## config.mk

```make
export PLATFORM = sky130hd
export DESIGN_NAME = double_to_dyadic_rational_core
export DESIGN_NICKNAME = d
export VERILOG_FILES = /design/src/design/d2dr_pkg.sv /design/src/design/double_to_dyadic_rational_core.sv
export SDC_FILE = /design/constraint.sdc
export NUM_CORES = 2
export LEC_CHECK = 0
export ABC_AREA = 1
export BUFFER_PORTS_ARGS = -buffer_cell sky130_fd_sc_hd__buf_4
export CAP_MARGIN = 20
export CORE_ASPECT_RATIO = 1.1
export CORE_UTILIZATION = 58
export CTS_CLUSTER_SIZE = 10
export DETAILED_ROUTE_END_ITERATION = 12
export MAX_ROUTING_LAYER = met4
export PLACE_DENSITY = 0.78
export SLEW_MARGIN = 20
export SYNTH_ARGS = -nofsm -noshare
export SYNTH_HDL_FRONTEND = slang
export SYNTH_SLANG_ARGS = --single-unit
```

## constraint.sdc

```tcl
create_clock -name clk_i -period 10.7 [get_ports clk_i]
set_input_delay 1.07 -clock clk_i [delete_from_list [all_inputs] [get_ports clk_i]]
set_output_delay 1.07 -clock clk_i [all_outputs]
set_load 0.01 [all_outputs]
```

## src/design/d2dr_pkg.sv

```systemverilog
`timescale 1ns / 1ps
package d2dr_pkg;

  localparam int unsigned InW   = 64;
  localparam int unsigned NumW  = 32;
  localparam int unsigned DenW  = 32;
  localparam int unsigned OutW  = NumW + DenW;
  // fixed-point word: 31 integer bits, 55 fraction bits
  localparam int unsigned FracW = 55;
  localparam int unsigned FixW  = 86;
  localparam int unsigned ManW  = 53;

  // |x| >= 2^31 - 0.5 as a binary64 pattern with the sign cleared
  localparam logic [62:0] LimitBits = 63'h41DF_FFFF_FFE0_0000;
  localparam logic [NumW-1:0] TargetMin = 32'h4000_0000;
  localparam logic [NumW-1:0] NumMax    = 32'h7FFF_FFFF;

endpackage

```

## src/design/double_to_dyadic_rational_core.sv

```systemverilog
`timescale 1ns / 1ps
// Channel  | Dir | Handshake                    | Payload
// s_axis   | in  | s_axis_tvalid/s_axis_tready  | tdata[63:0] value_bits
// m_axis   | out | m_axis_tvalid/m_axis_tready  | tdata[31:0] numerator, [63:32] denominator
//
// Five register stages; one transfer per cycle while the output is not stalled.
// The last stage is the output register; all stages advance together
// when the output is empty or being taken, so a stall holds every stage.
// rst_ni clears the valid bits only; payload registers are not reset.
module double_to_dyadic_rational_core
  import d2dr_pkg::*;
(
  input  logic            clk_i,
  input  logic            rst_ni,
  input  logic            s_axis_tvalid,
  output logic            s_axis_tready,
  input  logic [InW-1:0]  s_axis_tdata,   // [63:0] value_bits
  output logic            m_axis_tvalid,
  input  logic            m_axis_tready,
  output logic [OutW-1:0] m_axis_tdata    // [31:0] numerator, [63:32] denominator
);

  logic adv;
  assign adv           = ~m_axis_tvalid | m_axis_tready;
  assign s_axis_tready = adv;

  logic [4:0] vld_q, vld_d;

  // ---------------- stage 1: unpack and pick scale ----------------
  logic [10:0]        ex;
  logic [51:0]        fr;
  logic signed [13:0] e_s, e0_s, sh_s;
  logic [4:0]         ka;
  logic               top;
  logic nan_d1, big_d1;

  logic               nan1_q, big1_q, neg1_q, top1_q;
  logic [ManW-1:0]    m1_q;
  logic signed [13:0] sh1_q;
  logic [4:0]         ka1_q;

  always_comb begin
    ex     = s_axis_tdata[62:52];
    fr     = s_axis_tdata[51:0];
    nan_d1 = (ex == 11'h7FF) && (fr != '0);
    big_d1 = ~nan_d1 && (s_axis_tdata[62:0] >= LimitBits);
    if (ex == '0) begin
      e_s  = -14'sd1074;
      e0_s = -14'sd1074;
    end else begin
      e_s  = $signed({3'b000, ex}) - 14'sd1075;
      e0_s = $signed({3'b000, ex}) - 14'sd1023;
    end
    top = (e0_s >= 14'sd30);
    if (top) begin
      ka = 5'd0;
    end else if (e0_s <= -14'sd2) begin
      ka = 5'd31;
    end else begin
      ka = 5'(14'sd29 - e0_s);
    end
    sh_s = e_s + $signed({9'b0, ka}) + 14'sd55;
  end

  always_ff @(posedge clk_i) begin
    if (adv) begin
      nan1_q <= nan_d1;
      big1_q <= big_d1;
      neg1_q <= s_axis_tdata[63];
      top1_q <= top;
      m1_q   <= {(ex != '0), fr};
      sh1_q  <= sh_s;
      ka1_q  <= ka;
    end
  end

  // ---------------- stage 2: align both scales, add one half ----------------
  function automatic logic [FixW-1:0] align(input logic [ManW-1:0] m,
                                            input logic signed [13:0] sh);
    logic signed [13:0] nsh;
    logic [FixW-1:0]    w;
    nsh = -sh;
    w   = '0;
    if (sh >= 14'sd0) begin
      if (sh < 14'sd86) w = {33'b0, m} << sh[6:0];
    end else if (nsh < 14'sd53) begin
      w = {33'b0, m >> nsh[5:0]};
    end
    return w;
  endfunction

  logic [FixW-1:0] half;
  assign half = FixW'(1) << (FracW - 1);

  logic               nan2_q, big2_q, neg2_q, top2_q;
  logic [4:0]         ka2_q;
  logic [FixW-1:0]    za2_q, zb2_q;

  always_ff @(posedge clk_i) begin
    if (adv) begin
      nan2_q <= nan1_q;
      big2_q <= big1_q;
      neg2_q <= neg1_q;
      top2_q <= top1_q;
      ka2_q  <= ka1_q;
      za2_q  <= align(m1_q, sh1_q) + half;
      zb2_q  <= align(m1_q, sh1_q + 14'sd1) + half;
    end
  end

  // ---------------- stage 3: round to double, then floor ----------------
  function automatic logic [NumW-1:0] rnd_floor(input logic [FixW-1:0] z);
    logic [6:0]       lead;
    logic [FracW:0]   sum;
    logic [FracW-1:0] hulp;
    lead = 7'd54;
    for (int i = 0; i < FixW; i++) begin
      if (z[i]) lead = 7'(i);
    end
    // half an ulp of z, carried out of the fraction means round-up to integer
    hulp = FracW'(1) << (lead - 7'd53);
    sum  = {1'b0, z[FracW-1:0]} + {1'b0, hulp};
    return {1'b0, z[FixW-1:FracW]} + NumW'(sum[FracW]);
  endfunction

  logic            nan3_q, big3_q, neg3_q, top3_q;
  logic [4:0]      ka3_q;
  logic [NumW-1:0] na3_q, nb3_q;

  always_ff @(posedge clk_i) begin
    if (adv) begin
      nan3_q <= nan2_q;
      big3_q <= big2_q;
      neg3_q <= neg2_q;
      top3_q <= top2_q;
      ka3_q  <= ka2_q;
      na3_q  <= rnd_floor(za2_q);
      nb3_q  <= rnd_floor(zb2_q);
    end
  end

  // ---------------- stage 4: choose scale, clamp, count trailing zeros ----------------
  logic [4:0]      k_sel, tz, drop;
  logic [NumW-1:0] n_sel;

  always_comb begin
    if (top3_q || na3_q >= TargetMin || ka3_q == 5'd31) begin
      k_sel = ka3_q;
      n_sel = na3_q;
    end else begin
      k_sel = ka3_q + 5'd1;
      n_sel = nb3_q;
    end
    if (n_sel > NumMax) n_sel = NumMax;
    tz = 5'd0;
    for (int i = 30; i >= 0; i--) begin
      if (n_sel[i]) tz = 5'(i);
    end
    drop = (tz < k_sel) ? tz : k_sel;
  end

  logic            nan4_q, big4_q, neg4_q;
  logic [4:0]      k4_q, drop4_q;
  logic [NumW-1:0] n4_q;

  always_ff @(posedge clk_i) begin
    if (adv) begin
      nan4_q  <= nan3_q;
      big4_q  <= big3_q;
      neg4_q  <= neg3_q;
      k4_q    <= k_sel;
      drop4_q <= drop;
      n4_q    <= n_sel;
    end
  end

  // ---------------- stage 5: reduce, sign, special values ----------------
  logic [NumW-1:0] num_d, nred;
  logic [DenW-1:0] den_d;

  always_comb begin
    nred = n4_q >> drop4_q;
    if (nan4_q) begin
      num_d = '0;
      den_d = '0;
    end else if (big4_q) begin
      num_d = neg4_q ? '1 : NumW'(1);
      den_d = '0;
    end else if (n4_q == '0) begin
      num_d = '0;
      den_d = DenW'(1);
    end else begin
      num_d = neg4_q ? (~nred + NumW'(1)) : nred;
      den_d = DenW'(1) << (k4_q - drop4_q);
    end
  end

  logic [OutW-1:0] out_q;

  always_ff @(posedge clk_i) begin
    if (adv) out_q <= {den_d, num_d};
  end

  // valid bits
  assign vld_d = {vld_q[3:0], s_axis_tvalid};

  always_ff @(posedge clk_i or negedge rst_ni) begin
    if (!rst_ni) begin
      vld_q <= '0;
    end else if (adv) begin
      vld_q <= vld_d;
    end
  end

  assign m_axis_tvalid = vld_q[4];
  assign m_axis_tdata  = out_q;

endmodule

```

==> out/qor.csv <==
stage;metric;value;unit
final_layout;commonest non-fill, non-tap cell in the layout;nand2_1;
global_route;grt total ovfl;0;
timing;period utilization;92.8;%
synthesis;Syn. warnings;0;
floorplan;Initial Util;58.9;%
power;combinational share of power;68.3;%
outcome;status;finished clean;
placed_design;Place WS;0.291;ns
timing;Final setup viols;0;
synthesis;Mapped Area;40000;um^2
timing;setup ws final;0.772;ns
setup_path;r2r startpoint;za2_q[3]$_DFFE_PP_;
setup_path;Worst Path Max Fanout;7;
detailed_routing;Initial DRC Count;5702;
clock_network;CTS Sinks;444;
floorplan;Core Footprint;67900;um^2
placed_design;Final Wtd Congestion;1.14;
clock_network;root buf cell;clkbuf_16;
placed_design;dpl cell area;41800;um^2
timing;final hold violation count;0;
floorplan;Ports;134;
detailed_routing;Total Wirelength;151000;um
detailed_routing;DRT Pass-1 Iters;10;
detailed_routing;vias;42523;
global_route;first-pass GRT wire length;223000;um
power;P_sw;9.11;mW
clock_network;Clock Latency Late Sink;0.65;ns
detailed_routing;DRC violations left;0;
power;Clk pwr share;10.5;%
power;sequential power share;21.2;%
synthesis;Avg Inst Size Synth;6.71;um^2
final_layout;most frequent cells in the layout;nand2_1 (1601), o21ai_0 (733), inv_1 (688), nor2_1 (644), edfxtp_1 (439);
detailed_routing;Avg WL per Cell;21.8;um
timing;Period minus WS final;9.93;ns
power;Leak;19.8;nW
timing;Final Max Tran Viols;0;
floorplan;Die X;253;um
final_layout;layout cells sized above 1;7.65;%
synthesis;ys async rst share;1.13;%
synthesis;Synth Instances;5965;
clock_network;TritonCTS clock tree;done;
global_route;initial antenna violation count;5;
synthesis;Post-synth EDFFs;439;
global_route;largest net degree at the start of global routing;88;
clock_network;Reg clk slew, reported paths;0.05;ns
setup_path;Critical Path RT;11.06;ns
setup_path;type of element launching the critical path;register;
timing;slew margin rel.;13.3;%
synthesis;ys flop type;edfxtp_1;
detailed_routing;post-DR vias/cell;6.12;
clock_network;Num CTS Buffers;53;
floorplan;Die ar.;70100;um^2
clock_network;# hold bufs at CTS;0;
clock_network;Max Buffers Root-to-Sink;3;
synthesis;Seq/Total Area, Yosys;33.2;%
power;sw frac;57.5;%
floorplan;Rows;100;
timing;Fmax;101;MHz
power;worst ir drop on vdd;0.000254;V
setup_path;critical path's most frequent cell;nand2_1;
final_layout;final core occ;64.9;%
final_layout;nets;6223;
timing;Post-Route Skew;0.0428;ns
setup_path;CP startpoint;za2_q[3]$_DFFE_PP_;
clock_network;CTS H-tree depth;2;
setup_path;Critical-path top delay cell;edfxtp_1;
final_layout;Area Overhead vs Synth;10.1;%
power;Pint;6.74;mW
placed_design;port buffer count;133;
floorplan;Die Ht;278;um
setup_path;Worst path max stage delay;0.43;ns
placed_design;post-DP HPWL;117000;um
setup_path;CP Class;reg -> reg;
synthesis;unique cell type count in the Yosys netlist;68;
final_layout;fin area;44100;um^2
job;# Max-Cap Violations;0;
hold_path;class of the worst hold path;in -> async;
timing;Worst-Margin Slew;1.29;ns
global_route;GRT Total Usage;43.2;%
global_route;vias in the first global route;38417;
power;Power Dens Cells;360;nW/um^2
setup_path;arrival time at the worst endpoint;10.29;ns
detailed_routing;antenna viol nets, final;0;
setup_path;crit end category;register;
timing;RSZ-0062 raised after global routing;true;
synthesis;synthesis-stage register bit count;444;
final cells by class:
cell class                 count  area (um^2)
antenna                        4         10.0
clock buffer                  58         1350
clock inverter                13          181
fill                        6096        23900
inverter                     721         2720
multi-input combinational   4557        23600
sequential                   444        13300
tap                          918         1150
timing repair buffer         230         1760
worst paths after layout:
kind,endpoint,slack (ns),depth (start not counted)
worst max-delay path,na3_q[30]$_DFFE_PP_,0.77,118
worst min-delay path,vld_q[4]$_DFFE_PN0P_,0.23,1
worst max register to register,na3_q[30]$_DFFE_PP_,0.77,118
min in group clk_i,nan3_q$_DFFE_PP_,0.42,0
worst min register to register,nan3_q$_DFFE_PP_,0.42,0
max in group asynchronous,vld_q[2]$_DFFE_PN0P_,10.36,1
flip-flops by register name, summed over array words and instances, names as in the netlist, 5 cells and up:
name          count
drop4_q           5
za2_q            86
m_axis_tdata     64
k4_q              5
nb3_q            32
zb2_q            86
na3_q            32
sh1_q            14
ka2_q             5
ka3_q             5
m1_q             53
n4_q             32
ka1_q             5
vld_q             5
synth_stat cells, types with 54 or more instances:
cell / n / area, um^2
mux2i_1: 68 / 681
edfxtp_1: 439 / 13200
a31oi_1: 66 / 413
nand3_1: 280 / 1400
inv_1: 693 / 2600
nor4_1: 72 / 450
a21oi_1: 226 / 1130
clkbuf_1: 234 / 878
nor3_1: 102 / 510
nor2_1: 658 / 2470
nand2_1: 1614 / 6060
xor2_1: 111 / 972
o21ai_0: 735 / 3680
nand4_1: 54 / 338
ha_1: 146 / 1830
cells by family after synthesis:
kind of cell               after synthesis  share of synthesized area [%]
AOI/OAI and AO/OA                     1285                           18.1
xor gates and xnor gates               132                           2.95
adders and majority gates              148                           4.66
buffers and inverters                 1004                           9.51
DFF                                    444                           33.2
muxes                                   69                           1.73
other                                    1                        0.00936
and+or+nand+nor                       2882                           29.8
per-layer routing:
layer,global-route usage [%],vias up,wire length [um]
met3,8.87,586,15500
li1,-,20040,-
met2,65.4,2596,66400
met5,-,-,0
met1,51.7,19301,56600
met4,29.6,0,12700
power groups by stage:
stage | combinational [mW] | clock, mW | sequential, mW
final | 10.8 | 1.67 | 3.36
after global routing | 11.7 | 1.74 | 3.41
after CTS | 10.1 | 1.68 | 3.32
after detailed placement | 10.0 | 0 | 3.35
after global placement | 9.94 | 0 | 3.33
after floorplan | 6.92 | 0 | 3.23
worst max-delay path: cells and delay by family (launching register included):
| family | cells | cell delay (ns) |
|---|---|---|
| simple gates | 109 | 7.86 |
| fa+ha+maj | 2 | 0.48 |
| flops | 1 | 0.43 |
| buf+inv | 4 | 0.36 |
| xor+xnor | 2 | 0.34 |
| compound gates | 1 | 0.14 |
through the flow:
stage	power (mW)	hold slack, ns	setup TNS (ns)	cells
6_report	15.8	0.231	0	6945
5_1_grt	16.8	0.218	-1.34	6945
4_1_cts	15.1	0.206	0	6906
3_5_place_dp	13.4	0.405	0	6835
3_3_place_gp	13.3	0.403	0	6835
2_1_floorplan	10.1	0.400	0	6003
repair_timing:
action,in CTS,in global routing
resized for setup,0,94
buffers inserted,0,32
setup endpoints to repair,0,29
(Power assumes the default switching activity.)
